[src/sv/ctaphid_frame_reassembler_assert.svh]
// ----------------------------------------------------------------------------
// ctaphid frame reassembler assertion macros
// concurrent checks on clk with reset masking, empty in synthesis builds
// ----------------------------------------------------------------------------
`ifndef CTAPHID_FRAME_REASSEMBLER_ASSERT_SVH
`define CTAPHID_FRAME_REASSEMBLER_ASSERT_SVH

`ifndef SYNTH
// property that must hold at every edge outside reset
`define CFR_ASSERT(lbl, clk, rst, prop) \
  lbl: assert property (@(posedge clk) disable iff (rst) (prop)) \
    else $error("ctaphid reassembler check failed");
// condition that must never be true outside reset
`define CFR_NEVER(lbl, clk, rst, cond) \
  lbl: assert property (@(posedge clk) disable iff (rst) !(cond)) \
    else $error("ctaphid reassembler forbidden condition");
`else
`define CFR_ASSERT(lbl, clk, rst, prop)
`define CFR_NEVER(lbl, clk, rst, cond)
`endif

`endif

[src/sv/cfr_pkg.sv]
// ----------------------------------------------------------------------------
// cfr_pkg
// shared constants and types of the ctaphid frame reassembler
// ----------------------------------------------------------------------------
package cfr_pkg;

  localparam int REPORT_BYTES    = 64;
  localparam int MAX_CONT_FRAMES = 128;
  localparam int INIT_HDR        = 7;
  localparam int CONT_HDR        = 5;
  localparam int MAX_PAYLOAD     = (REPORT_BYTES - INIT_HDR)
                                   + MAX_CONT_FRAMES * (REPORT_BYTES - CONT_HDR);

  localparam int POS_W  = $clog2(REPORT_BYTES);
  localparam int LEN_W  = 13;
  localparam int CID_W  = 32;
  localparam int BYTE_W = 8;

  // byte positions inside a report
  localparam int TYPE_POS   = CONT_HDR - 1;
  localparam int LEN_HI_POS = INIT_HDR - 2;
  localparam int LEN_LO_POS = INIT_HDR - 1;

  localparam int TYPE_BIT = 7;

  typedef enum logic [1:0] {
    MODE_UNDECIDED = 2'd0,
    MODE_INIT      = 2'd1,
    MODE_CONT      = 2'd2,
    MODE_DISCARD   = 2'd3
  } frame_mode_t;

  typedef enum logic [1:0] {
    KIND_PAYLOAD = 2'd0,
    KIND_HEADER  = 2'd1,
    KIND_ABANDON = 2'd2,
    KIND_REJECT  = 2'd3
  } result_kind_t;

endpackage

[src/sv/ctaphid_frame_reassembler.sv]
// ----------------------------------------------------------------------------
// ctaphid_frame_reassembler
// reassembles ctaphid / u2fhid request messages from a stream of report bytes
// ----------------------------------------------------------------------------
// usage
//   input channel: one report byte per transfer (frame_byte), frame_end set on
//   the last byte of each report. bytes 0..3 are the channel id, byte 4 picks
//   init (bit 7 set) or continuation; an init frame carries command and a
//   big-endian length, a continuation frame a sequence number.
//   output channel: at most one result per input byte - a payload byte with
//   its index, a header accepted, a message abandoned or a length rejected.
//   timing: a result is registered and shown in the cycle after its input byte is taken.
//   throughput: one byte per cycle, set by the single register stage that
//   holds the result; the input is taken whenever the result register is
//   empty or is being emptied in the same cycle.
//   stall: while the receiver holds ready low and a result waits, in_ready is
//   low; bytes that cause no result still need the result register free.
//   reset: rst (synchronous) closes any open message, returns to the start of
//   a report and empties the result register.
// ----------------------------------------------------------------------------
`include "ctaphid_frame_reassembler_assert.svh"

module ctaphid_frame_reassembler (
  input  logic                      clk,
  input  logic                      rst,
  // report bytes
  input  logic                      in_valid,
  output logic                      in_ready,
  input  logic [7:0]                frame_byte,
  input  logic                      frame_end,
  // results
  output logic                      out_valid,
  input  logic                      out_ready,
  output logic [1:0]                result_kind,
  output logic [31:0]               channel_id,
  output logic [7:0]                command,
  output logic [12:0]               message_length,
  output logic [7:0]                data_byte,
  output logic [12:0]               byte_index,
  output logic                      message_last
);

  localparam int POS_W  = cfr_pkg::POS_W;
  localparam int LEN_W  = cfr_pkg::LEN_W;
  localparam int CID_W  = cfr_pkg::CID_W;
  localparam int BYTE_W = cfr_pkg::BYTE_W;

  // report parsing state
  logic [POS_W-1:0]     frame_position, frame_position_next;
  logic [CID_W-1:0]     frame_cid_shift, frame_cid_shift_next;
  cfr_pkg::frame_mode_t frame_mode, frame_mode_next;
  logic [BYTE_W-1:0]    length_high_byte, length_high_byte_next;

  // open message state
  logic [CID_W-1:0]     message_cid, message_cid_next;
  logic [BYTE_W-1:0]    message_command, message_command_next;
  logic [LEN_W-1:0]     message_total, message_total_next;
  logic [LEN_W-1:0]     bytes_remaining, bytes_remaining_next;
  logic [LEN_W-1:0]     write_index, write_index_next;
  logic [BYTE_W-1:0]    expected_sequence, expected_sequence_next;

  // result produced by the current byte
  logic                  res_valid;
  cfr_pkg::result_kind_t res_kind;
  logic [CID_W-1:0]      res_cid;
  logic [BYTE_W-1:0]     res_cmd;
  logic [LEN_W-1:0]      res_len;
  logic [BYTE_W-1:0]     res_data;
  logic [LEN_W-1:0]      res_index;
  logic                  res_last;

  logic [2*BYTE_W-1:0]   announced_len;
  logic                  short_frame;
  logic                  in_xfer;

  // the result register is free, or is being drained this cycle
  assign in_ready = !out_valid || out_ready;
  assign in_xfer  = in_valid && in_ready;

  assign announced_len = {length_high_byte, frame_byte};

  always_comb begin
    frame_position_next    = frame_position;
    frame_cid_shift_next   = frame_cid_shift;
    frame_mode_next        = frame_mode;
    length_high_byte_next  = length_high_byte;
    message_cid_next       = message_cid;
    message_command_next   = message_command;
    message_total_next     = message_total;
    bytes_remaining_next   = bytes_remaining;
    write_index_next       = write_index;
    expected_sequence_next = expected_sequence;

    res_valid = 1'b0;
    res_kind  = cfr_pkg::KIND_PAYLOAD;
    res_cid   = message_cid;
    res_cmd   = message_command;
    res_len   = message_total;
    res_data  = '0;
    res_index = '0;
    res_last  = 1'b1;

    if (frame_mode != cfr_pkg::MODE_DISCARD) begin
      if (frame_position < POS_W'(cfr_pkg::TYPE_POS)) begin
        // channel id, little-endian
        frame_cid_shift_next = frame_cid_shift
                               | (CID_W'(frame_byte) << {frame_position[1:0], 3'b000});
      end else if (frame_position == POS_W'(cfr_pkg::TYPE_POS)) begin
        if (frame_byte[cfr_pkg::TYPE_BIT]) begin
          // init frame; an open message is dropped
          if (bytes_remaining != '0) begin
            res_valid            = 1'b1;
            res_kind             = cfr_pkg::KIND_ABANDON;
            bytes_remaining_next = '0;
          end
          message_command_next = frame_byte;
          frame_mode_next      = cfr_pkg::MODE_INIT;
        end else if (bytes_remaining != '0 && frame_cid_shift == message_cid &&
                     frame_byte == expected_sequence) begin
          expected_sequence_next = expected_sequence + 1'b1;
          frame_mode_next        = cfr_pkg::MODE_CONT;
        end else begin
          // stray or mismatched continuation
          frame_mode_next = cfr_pkg::MODE_DISCARD;
        end
      end else if (frame_mode == cfr_pkg::MODE_INIT &&
                   frame_position == POS_W'(cfr_pkg::LEN_HI_POS)) begin
        length_high_byte_next = frame_byte;
      end else if (frame_mode == cfr_pkg::MODE_INIT &&
                   frame_position == POS_W'(cfr_pkg::LEN_LO_POS)) begin
        res_valid = 1'b1;
        if (announced_len > (2*BYTE_W)'(cfr_pkg::MAX_PAYLOAD)) begin
          res_kind             = cfr_pkg::KIND_REJECT;
          res_cid              = frame_cid_shift;
          res_cmd              = message_command;
          res_len              = '1;
          bytes_remaining_next = '0;
        end else begin
          message_cid_next       = frame_cid_shift;
          message_total_next     = announced_len[LEN_W-1:0];
          bytes_remaining_next   = announced_len[LEN_W-1:0];
          write_index_next       = '0;
          expected_sequence_next = '0;
          res_kind               = cfr_pkg::KIND_HEADER;
          res_cid                = frame_cid_shift;
          res_cmd                = message_command;
          res_len                = announced_len[LEN_W-1:0];
          res_last               = (announced_len == '0);
        end
      end else if (bytes_remaining != '0) begin
        // payload byte; padding past the length is dropped
        res_valid            = 1'b1;
        res_kind             = cfr_pkg::KIND_PAYLOAD;
        res_data             = frame_byte;
        res_index            = write_index;
        res_last             = (bytes_remaining == LEN_W'(1));
        bytes_remaining_next = bytes_remaining - 1'b1;
        write_index_next     = write_index + 1'b1;
      end
    end

    short_frame = (frame_position < POS_W'(cfr_pkg::TYPE_POS)) ||
                  (frame_position < POS_W'(cfr_pkg::LEN_LO_POS) &&
                   frame_mode_next == cfr_pkg::MODE_INIT);

    if (frame_end) begin
      // report ended; a header left incomplete drops the open message
      if (short_frame && bytes_remaining_next != '0 && !res_valid) begin
        res_valid = 1'b1;
        res_kind  = cfr_pkg::KIND_ABANDON;
        res_cid   = message_cid;
        res_cmd   = message_command;
        res_len   = message_total;
        res_data  = '0;
        res_index = '0;
        res_last  = 1'b1;
      end
      if (short_frame) begin
        bytes_remaining_next = '0;
      end
      frame_position_next   = '0;
      frame_cid_shift_next  = '0;
      frame_mode_next       = cfr_pkg::MODE_UNDECIDED;
      length_high_byte_next = '0;
    end else if (frame_position < POS_W'(cfr_pkg::REPORT_BYTES - 1)) begin
      frame_position_next = frame_position + 1'b1;
    end else begin
      // overlong report, ignore the rest
      frame_mode_next = cfr_pkg::MODE_DISCARD;
    end
  end

  // parsing and message state, updated on every input transfer
  always_ff @(posedge clk) begin
    if (rst) begin
      frame_position    <= '0;
      frame_cid_shift   <= '0;
      frame_mode        <= cfr_pkg::MODE_UNDECIDED;
      length_high_byte  <= '0;
      message_cid       <= '0;
      message_command   <= '0;
      message_total     <= '0;
      bytes_remaining   <= '0;
      write_index       <= '0;
      expected_sequence <= '0;
    end else if (in_xfer) begin
      frame_position    <= frame_position_next;
      frame_cid_shift   <= frame_cid_shift_next;
      frame_mode        <= frame_mode_next;
      length_high_byte  <= length_high_byte_next;
      message_cid       <= message_cid_next;
      message_command   <= message_command_next;
      message_total     <= message_total_next;
      bytes_remaining   <= bytes_remaining_next;
      write_index       <= write_index_next;
      expected_sequence <= expected_sequence_next;
    end
  end

  // result register valid flag
  always_ff @(posedge clk) begin
    if (rst) begin
      out_valid <= 1'b0;
    end else if (in_xfer && res_valid) begin
      out_valid <= 1'b1;
    end else if (out_ready) begin
      out_valid <= 1'b0;
    end
  end

  // result payload, no reset needed
  always_ff @(posedge clk) begin
    if (in_xfer && res_valid) begin
      result_kind    <= res_kind;
      channel_id     <= res_cid;
      command        <= res_cmd;
      message_length <= res_len;
      data_byte      <= res_data;
      byte_index     <= res_index;
      message_last   <= res_last;
    end
  end

  // ---------------------------------------------------------------------------
  // checks
  // ---------------------------------------------------------------------------
  // while a message is open, bytes delivered plus bytes still due make up the announced length
  `CFR_ASSERT(a_count_balance, clk, rst, (bytes_remaining != '0) |-> (LEN_W'(write_index + bytes_remaining) == message_total))
  // a payload result lies inside its message
  `CFR_ASSERT(a_index_in_range, clk, rst, (out_valid && result_kind == cfr_pkg::KIND_PAYLOAD) |-> (byte_index < message_length))
  // discarding only ever starts at or after the type byte
  `CFR_NEVER(a_discard_early, clk, rst, frame_mode == cfr_pkg::MODE_DISCARD && frame_position <= POS_W'(cfr_pkg::TYPE_POS))

endmodule

[config.mk]
export PLATFORM = sky130hd
export DESIGN_NAME = ctaphid_frame_reassembler
export DESIGN_NICKNAME = d
export VERILOG_FILES = /design/src/sv/cfr_pkg.sv /design/src/sv/ctaphid_frame_reassembler.sv
export VERILOG_INCLUDE_DIRS = /design/src /design/src/sv
export SDC_FILE = /design/constraint.sdc
export NUM_CORES = 1
export LEC_CHECK = 0
export ABC_AREA = 1
export BUFFER_PORTS_ARGS = -buffer_cell sky130_fd_sc_hd__buf_4
export CAP_MARGIN = 20
export CORE_ASPECT_RATIO = 1.4
export CORE_MARGIN = 3
export CORE_UTILIZATION = 45
export CTS_BUF_LIST = sky130_fd_sc_hd__clkbuf_16
export DETAILED_ROUTE_END_ITERATION = 10
export GPL_TIMING_DRIVEN = 1
export PLACE_DENSITY = 0.72
export SETUP_SLACK_MARGIN = 0.05
export SLEW_MARGIN = 20
export SYNTH_ARGS = -nofsm -noshare
export SYNTH_HDL_FRONTEND = slang
export SYNTH_SLANG_ARGS = --single-unit
[constraint.sdc]
create_clock -name clk -period 4.1 [get_ports clk]
set_clock_uncertainty 0.05 [all_clocks]
set_input_delay 0.205 -clock clk [delete_from_list [all_inputs] [get_ports clk]]
set_output_delay 0.205 -clock clk [all_outputs]
set_load 0.005 [all_outputs]
==> flow_summary.ini, run 1 <==
[grt]
grt_overflow = 0
antenna_found_initial = 0
grt.total_usage = 0.225
grt_pass1_vias = 8526
grt_max_degree = 79
grt_first_pass_wirelength_mm = 44.2

[setup_path]
cpMostUsedCell = nand2_1
worstSetupEndpointType = register
critPathMaxStageDelay_ns = 0.71
cp.arrival_ns = 3.81
critPathLaunchType = register
crit_chain = inv_1, ha_1, o21ai_1, nand3_4, inv_2, nand3_1, nand2_1, nor2_1, nand2_1, nor3_1, nand2_1, nand2_1, nand2_1, nand2_1, clkinv_2, buf_12
required_ns = 4.27
path_class = reg -> reg
path_max_fanout = 37
critPathSlowestCell = dfxtp_1

[die]
num_rows = 64
die_area_um2 = 24600
die_h_um = 185
fp.coreArea_um2 = 22100
start_util = 0.464
die_w_um = 134
pin_count = 92

[sta]
rsz0062_at_grt = false
hold_violations = 0
post-route-min-period_ns = 3.64
slew_viol_final = 0
fin_ws_ns = 0.459
fmax_mhz = 275
setup_viol = 0
worst_slew_pin_slew_ns = 1.00
maxSlewHeadroom = 0.330
hold_ws_ns = 0.0685
tns_ns = 0
finalCritPeriodShare = 0.888

[clock_tree]
root_buffer = clkbuf_16
clk_pin_slew_ns = 0.07
post_cts_buffers = 0
htreeDepth = 1
cts_tree = built
postCtsResizedCells = 0
clkSinkCount = 213
clk_latency_ns = 0.52
numCtsBuffers = 22
clock_path_buffers = 3
ctsHoldBuffers = 9

[layout]
syn2layout_area_growth_pct = 17.0
finalNetCount = 1428
fin_cells = 1719
layout_common_cells = nand2_1, inv_1, dfxtp_1
multi_input_area_um2 = 4200
drive_gt1_frac = 0.138
seqCellArea_um2 = 5030
diodes = 0
final_common_cell = nand2_1
fillers = 2097

[place]
dp_cells = 1670
dp_hpwl_mm = 20.4
port_buffers = 91
gp_congestion = 0.924
place_ws_ns = 0.490

[detailed_routing]
drt-initial-drc-count = 949
vias = 8976
viasPerCell = 5.22
routed_wl_mm = 28.5
wire_per_inst_um = 16.6
ant_nets = 0
drc_errors = 0
drtPass1Iterations = 6

[yosys]
synth_warnings = 0
synthDistinctLibCells = 46
netlist_area_um2 = 10200
synthCells = 1316
syn_nets = 1338
seq_area_frac_synth = 0.491
synth_seq_cells = 213
syn_area_per_cell_um2 = 7.78

[power_and_ir_drop]
power_mw = 4.31
worst_ir_drop_vdd_uv = 265
p_leak_nw = 5.28
power_density_nw_per_um2 = 359

[flow_run]
max_cap_viol_count = 0

[status]
status = complete, no violations

[min_path]
hp-class = in -> reg
[final timing paths]
path / from / endpoint / slack, ns / cells after the start
worst min register to register: message_command[2] / command[2] / 0.38 / 0
worst min-delay path: rst / bytes_remaining[2] / 0.07 / 2
worst max register to register: frame_position[0] / message_length[2] / 0.46 / 16
worst max-delay path: frame_position[0] / message_length[2] / 0.46 / 16
[layer usage]
layer  wire length, µm  track usage  up-vias
li1                  -            -     4437
met5                 0            0        -
met3              1500       0.0265       93
met1             10800        0.257     4120
met4              1320        0.100        0
met2             14900        0.419      326
[synthesized netlist by cell type, drive strengths merged]
| master | n | area (µm²) |
|---|---|---|
| ha | 9 | 113 |
| nand4 | 17 | 106 |
| o22ai | 7 | 43.8 |
| a21oi | 127 | 647 |
| edfxtp | 77 | 2310 |
| a31oi | 14 | 93.8 |
| a22oi | 3 | 22.5 |
| nand2 | 308 | 1190 |
| nor3 | 18 | 118 |
| dfxtp | 136 | 2720 |
| clkbuf | 22 | 82.6 |
| inv | 209 | 785 |
| nor3b | 6 | 50.1 |
| nor2 | 127 | 551 |
| o21ai | 110 | 554 |
| a211oi | 7 | 52.6 |
| o2111ai | 1 | 8.76 |
| xnor2 | 29 | 254 |
| nand3b | 4 | 42.5 |
| and3 | 1 | 6.26 |
| nor4 | 4 | 25.0 |
| a221oi | 1 | 8.76 |
| o211ai | 1 | 7.51 |
| nand3 | 47 | 258 |
| clkinv | 3 | 11.3 |
| buf | 22 | 131 |
| xor2 | 6 | 52.6 |
[final cells by class]
| type | instances | area share |
|---|---|---|
| sequential | 213 | 0.420 |
| clock buffer | 23 | 0.0480 |
| clock inverter | 17 | 0.0103 |
| multi-input combinational | 847 | 0.350 |
| timing repair buffer | 110 | 0.0739 |
| inverter | 212 | 0.0665 |
| tap | 297 | 0.0310 |
[report_power, final]
| group | total [mW] | internal [mW] | leakage [nW] | switching, mW |
|---|---|---|---|---|
| clock | 1.94 | 1.09 | 0.356 | 0.851 |
| combinational | 0.177 | 0.0494 | 3.10 | 0.127 |
| sequential | 2.19 | 2.18 | 1.83 | 0.0107 |
| total | 4.31 | 3.32 | 5.28 | 0.989 |
[cell families after synthesis]
kind of cell,count (synthesis),share of synthesized area
AND/OR/NAND/NOR,532,0.229
AO/OA/AOI/OAI,271,0.140
buffers and inverters,256,0.0986
flip-flops,213,0.491
XOR/XNOR,35,0.0299
adder cells (fa/ha/maj),9,0.0110
[flip-flops by register name, summed over array words and instances (netlist names)]
register	cells
result_kind	2
message_total	13
write_index	13
message_last	1
length_high_byte	8
byte_index	13
message_cid	32
out_valid	1
data_byte	8
bytes_remaining	13
message_command	8
frame_mode	2
command	8
message_length	13
expected_sequence	8
frame_cid_shift	32
frame_position	6
channel_id	32
[stage by stage]
stage               utilization  area (µm²)
floorplan                     -       10200
global placement          0.507       11200
detailed placement        0.507       11200
CTS                       0.542       12000
global route              0.542       12000
finish                    0.542       12000
[worst max-delay path, delay by kind of cell (launching register included)]
family / cells / cell delay [ns]
buffers and inverters: 4 / 0.99
AO/OA/AOI/OAI: 1 / 0.29
flip-flops: 1 / 0.71
adder cells (fa/ha/maj): 1 / 0.28
AND/OR/NAND/NOR: 10 / 0.97
Note: power is estimated with default switching activity, not from simulation.
==> inputs of run 2 (changes only) <==
==> constraint.sdc (replaced) <==
create_clock -name clk -period 3.3 [get_ports clk]
set_clock_uncertainty 0.05 [all_clocks]
set_input_delay 0.165 -clock clk [delete_from_list [all_inputs] [get_ports clk]]
set_output_delay 0.165 -clock clk [all_outputs]
set_load 0.005 [all_outputs]
==> flow_summary.ini, run 2 (same netlist as run 1, synthesis figures left out) <==
[grt]
grt_max_degree = 68
met1_usage = 0.261
antenna_found_initial = 0
grt_first_pass_wirelength_mm = 45.5
top_usage_layer = met2
grt.total_usage = 0.231
gr-usage-met2 = 0.448
grt_overflow = 0
grt_pass1_vias = 8703
grtUsageMet3 = 0.0221

[clock_tree]
htreeDepth = 1
post_cts_buffers = 0
clk_pin_slew_ns = 0.07
root_buffer = clkbuf_16
numCtsBuffers = 22
clk_latency_ns = 0.51
clock_path_buffers = 3
cts_tree = built
clkSinkCount = 213

[setup_path]
cp.arrival_ns = 3.42
path_class = reg -> reg
r2r_cells = 10
r2r_slack_ns = 0.27
critPathLaunchType = register
r2r-end = message_cid[1]
path_max_fanout = 67
worstSetupEndpointType = register
r2r_start = frame_position[1]
required_ns = 3.69

[power_and_ir_drop]
worst_ir_drop_vdd_uv = 362
seq_power_share = 0.512
p_clk_frac = 0.445
power_density_nw_per_um2 = 439
p_sw_frac = 0.225
comb_power_share = 0.043
p_sw_mw = 1.20
internal_power_mw = 4.12
p_leak_nw = 5.33

[layout]
design_area_um2 = 12100
seqCellArea_um2 = 5040
diodes = 0
finalNetCount = 1437
multi_input_area_um2 = 4270
layout_common_cells = nand2_1, inv_1, dfxtp_1
fillers = 2084
top_regs = channel_id: 32 flops, frame_cid_shift: 32 flops, message_cid: 32 flops
final_common_cell = nand2_1
syn2layout_area_growth_pct = 18.4
drive_gt1_frac = 0.150

[sta]
hold_violations = 0
slew_viol_final = 0
worst_slew_pin_slew_ns = 0.813
post-route-min-period_ns = 3.03
setup_viol = 0
maxSlewHeadroom = 0.456
rsz0062_at_grt = false
finalCritPeriodShare = 0.919
tns_ns = 0
fmax_mhz = 330

[detailed_routing]
vias = 8978
viasPerCell = 5.20
drtPass1Iterations = 6
wire_per_inst_um = 16.8
ant_nets = 0
routed_wl_mm = 28.9
drt-initial-drc-count = 789
drc_errors = 0

[min_path]
hold_path_end = message_command[7]
hold_depth = 2
worstHoldStart = rst
hp-class = in -> reg

[die]
die_w_um = 134
fp.coreArea_um2 = 22100
die_h_um = 185
pin_count = 92
start_util = 0.464
die_area_um2 = 24600
num_rows = 64

[status]
status = complete, no violations

[place]
dp_hpwl_mm = 21.0
gp_congestion = 0.965
placed_area_um2 = 11300
port_buffers = 91

[flow_run]
max_cap_viol_count = 0
## run 2: cell count changes in the layout (fill, tap and decap cells not counted), sizes merged
cell and change:
inv +4, clkinvlp +2, buf +9, clkinv -6
## run 2: worst max-delay path by stage
| stage | start | endpoint | slack [ns] | cells after the start |
|---|---|---|---|---|
| floorplan | bytes_remaining[0] | byte_index[0] | -0.13 | 20 |
| global placement | bytes_remaining[3] | command[2] | 0.44 | 20 |
| detailed placement | frame_position[1] | write_index[4] | 0.39 | 12 |
| CTS | frame_position[1] | message_cid[6] | 0.36 | 10 |
| global route | frame_position[1] | message_cid[1] | 0.05 | 10 |
| finish | frame_position[1] | message_cid[1] | 0.27 | 10 |
## run 2: layout make-up
cell class | count | area share
Sequential cell | 213 | 0.416
Multi-Input combinational cell | 847 | 0.352
Timing Repair Buffer | 119 | 0.0786
Inverter | 212 | 0.0661
Clock buffer | 23 | 0.0475
Tap cell | 297 | 0.0306
Clock inverter | 17 | 0.00970
## run 2: repair_timing
action                    CTS  global route
hold buffers                9             0
gates resized for setup     0             0
hold endpoints to repair   11             0
## run 2: power by group through the flow
stage,sequential [mW],combinational [mW],clock (mW)
final,2.72,0.229,2.37
after global routing,2.72,0.244,2.53
after CTS,2.72,0.226,2.42
after detailed placement,2.78,0.216,0
after global placement,2.78,0.217,0
after floorplan,2.78,0.130,0
## run 2: stage by stage
step                setup WS, ns   util  total power, mW  hold slack, ns  cells
floorplan                 -0.126      -             2.91           0.193   1316
global placement           0.442  0.513             3.00           0.360   1679
detailed placement         0.387  0.513             3.00           0.367   1679
CTS                        0.355  0.549             5.36          0.0244   1728
global route              0.0527  0.549             5.49          0.0401   1728
finish                     0.267  0.549             5.32          0.0447   1728
## run 2: routing by layer
metal,share of wire,vias to the layer above
met5,0,-
met4,0.031,0
met3,0.041,67
met2,0.55,274
met1,0.38,4184
li1,-,4453
## run 2: worst max-delay path, cell delays in order, from the launching register on
cell,delay [ns]
dfxtp_1,0.43
inv_1,0.11
ha_1,0.24
o21ai_1,0.35
nand3_4,0.26
nor2_4,0.38
inv_2,0.18
nor2_4,0.32
buf_12,0.30
o21ai_0,0.15
a21oi_1,0.15
==> inputs of run 3 (changes only) <==
--- a/config.mk
+++ b/config.mk
@@ -9,13 +9,15 @@
 export ABC_AREA = 1
 export BUFFER_PORTS_ARGS = -buffer_cell sky130_fd_sc_hd__buf_4
 export CAP_MARGIN = 20
+export CELL_PAD_IN_SITES_DETAIL_PLACEMENT = 0
+export CELL_PAD_IN_SITES_GLOBAL_PLACEMENT = 1
 export CORE_ASPECT_RATIO = 1.4
 export CORE_MARGIN = 3
-export CORE_UTILIZATION = 45
+export CORE_UTILIZATION = 40
 export CTS_BUF_LIST = sky130_fd_sc_hd__clkbuf_16
 export DETAILED_ROUTE_END_ITERATION = 10
 export GPL_TIMING_DRIVEN = 1
-export PLACE_DENSITY = 0.72
+export PLACE_DENSITY = 0.82
 export SETUP_SLACK_MARGIN = 0.05
 export SLEW_MARGIN = 20
 export SYNTH_ARGS = -nofsm -noshare
==> flow_summary.ini, run 3 (same netlist as run 1, synthesis figures left out) <==
[detailed_routing]
drt-initial-drc-count = 578
routed_wl_mm = 30.5
ant_nets = 0
viasPerCell = 5.13
drc_errors = 0
met2WireLength_mm = 16.0
vias = 9037
drtPass1Iterations = 5
wire_per_inst_um = 17.3
drt-met1-wl_mm = 11.9
highest-signal-layer = met4
dr_wl_met3_mm = 1.15

[sta]
hold_ws_ns = 0.0235
slew_viol_final = 0
setup_viol = 0
maxSlewHeadroom = 0.421
fmax_mhz = 326
hold_violations = 0
rsz0062_at_grt = false
post-route-min-period_ns = 3.07
finalCritPeriodShare = 0.929
worst_slew_pin_slew_ns = 0.864

[grt]
grt_overflow = 0
antenna_found_initial = 0
grt.total_usage = 0.218
grt_first_pass_wirelength_mm = 48.1
grt_max_degree = 78
grt_pass1_vias = 9081

[die]
die_h_um = 195
start_util = 0.411
num_rows = 68
fp.coreArea_um2 = 24900
die_area_um2 = 27600
die_w_um = 141
pin_count = 92

[place]
port_buffers = 91
dp_hpwl_mm = 21.7
gp_congestion = 0.925
placed_area_um2 = 11400

[setup_path]
r2r_cells = 20
critPathMaxStageDelay_ns = 0.36
path_max_fanout = 19
cpMostUsedCell = nand2_1
cp.arrival_ns = 3.27
critPathTopFamily = simple AND/OR/NAND/NOR gates
cp.depth = 20
critPathCapture = message_length[0]
critPathSlowestCell = dfxtp_2
startpoint = frame_position[0]
r2r-end = message_length[0]
crit_chain = inv_1, ha_1, inv_2, nor2_4, nand2_1, nand3_2, nand2_1, inv_1, nor2_1, nand2_1, nor2_1, nand2_1, nor3_1, nand2_1, nand2_1, nand2_1, nand2_2, clkinvlp_4, buf_12, clkbuf_16
crit_buf_inv = 6
critPathLaunchType = register
required_ns = 3.51
r2r_start = frame_position[0]
worstSetupEndpointType = register
r2r_slack_ns = 0.23
path_class = reg -> reg

[layout]
finalNetCount = 1453
seqCellArea_um2 = 5040
design_area_um2 = 12300
multi_input_area_um2 = 4300
syn2layout_area_growth_pct = 20.5
layout_common_cells = nand2_1, inv_1, dfxtp_1
drive_gt1_frac = 0.160
final_common_cell = nand2_1
diodes = 0
top_regs = channel_id: 32 flops, frame_cid_shift: 32 flops, message_cid: 32 flops
fillers = 2458

[clock_tree]
cts_tree = built
clock_path_buffers = 3
clk_pin_slew_ns = 0.06
numCtsBuffers = 22
root_buffer = clkbuf_16
clkSinkCount = 213
clk_latency_ns = 0.52
htreeDepth = 1

[power_and_ir_drop]
power_density_nw_per_um2 = 429
worst_ir_drop_vdd_uv = 360
p_leak_nw = 5.44

[min_path]
hp-class = in -> reg
worstHoldStart = rst

[status]
status = complete, no violations

[flow_run]
max_cap_viol_count = 0
run 3: cell count changes in the layout (fill, tap and decap cells not counted), sizes merged:
cell / before / now
clkinv: 10 / 9
buf: 110 / 123
dlygate4sd3: 9 / 10
inv: 215 / 217
clkbuf: 23 / 24
run 3: worst min-delay path by stage:
stage / to / slack, ns / cells after the start
final: message_command[7] / 0.02 / 2
after global routing: message_command[7] / 0.03 / 2
after CTS: message_command[7] / 0.02 / 2
after detailed placement: command[1] / 0.36 / 0
after global placement: command[1] / 0.36 / 0
after floorplan: expected_sequence[1] / 0.19 / 1
run 3: cell type report:
type | instances | share of cell area
multi-input combinational | 847 | 0.348
clock buffer | 22 | 0.0446
timing repair buffer | 135 | 0.0919
tap | 315 | 0.0319
clock inverter | 18 | 0.00973
inverter | 212 | 0.0650
sequential | 213 | 0.409
run 3: through the flow:
step,setup WS [ns],TNS (ns),total power [mW],std cells,util
floorplan,-0.126,-9.70,2.91,1316,-
global placement,0.299,0,3.00,1706,0.459
detailed placement,0.283,0,3.01,1706,0.459
CTS,0.271,0,5.36,1756,0.490
global route,0.0449,0,5.48,1762,0.495
finish,0.234,0,5.30,1762,0.495
run 3: routing by layer:
| layer | GRT usage | vias to the layer above |
|---|---|---|
| met5 | 0 | - |
| met4 | 0.0944 | 0 |
| met3 | 0.0262 | 83 |
| met2 | 0.404 | 217 |
| met1 | 0.249 | 4251 |
| li1 | - | 4486 |
run 3: what timing repair did:
item                                   in CTS  in global routing
endpoints found under the hold margin      12                  0
hold buffers                               10                  0
buffers inserted                            0                  3
setup endpoints to repair                   0                 77
gates resized for setup                     0                 10
run 3: where the power goes:
part	total, mW	switching [mW]	internal, mW
clock	2.34	1.05	1.29
combinational	0.236	0.167	0.0693
sequential	2.72	0.0101	2.71
total	5.30	1.23	4.07
run 3: worst reg2reg max path, stage by stage (launching register included):
cell and delay, ns:
dfxtp_2 0.36, inv_1 0.11, ha_1 0.26, inv_2 0.13
nor2_4 0.09, nand2_1 0.10, nand3_2 0.11, nand2_1 0.08
inv_1 0.04, nor2_1 0.09, nand2_1 0.09, nor2_1 0.19
nand2_1 0.09, nor3_1 0.17, nand2_1 0.09, nand2_1 0.06
nand2_1 0.07, nand2_2 0.09, clkinvlp_4 0.16, buf_12 0.18
clkbuf_16 0.19
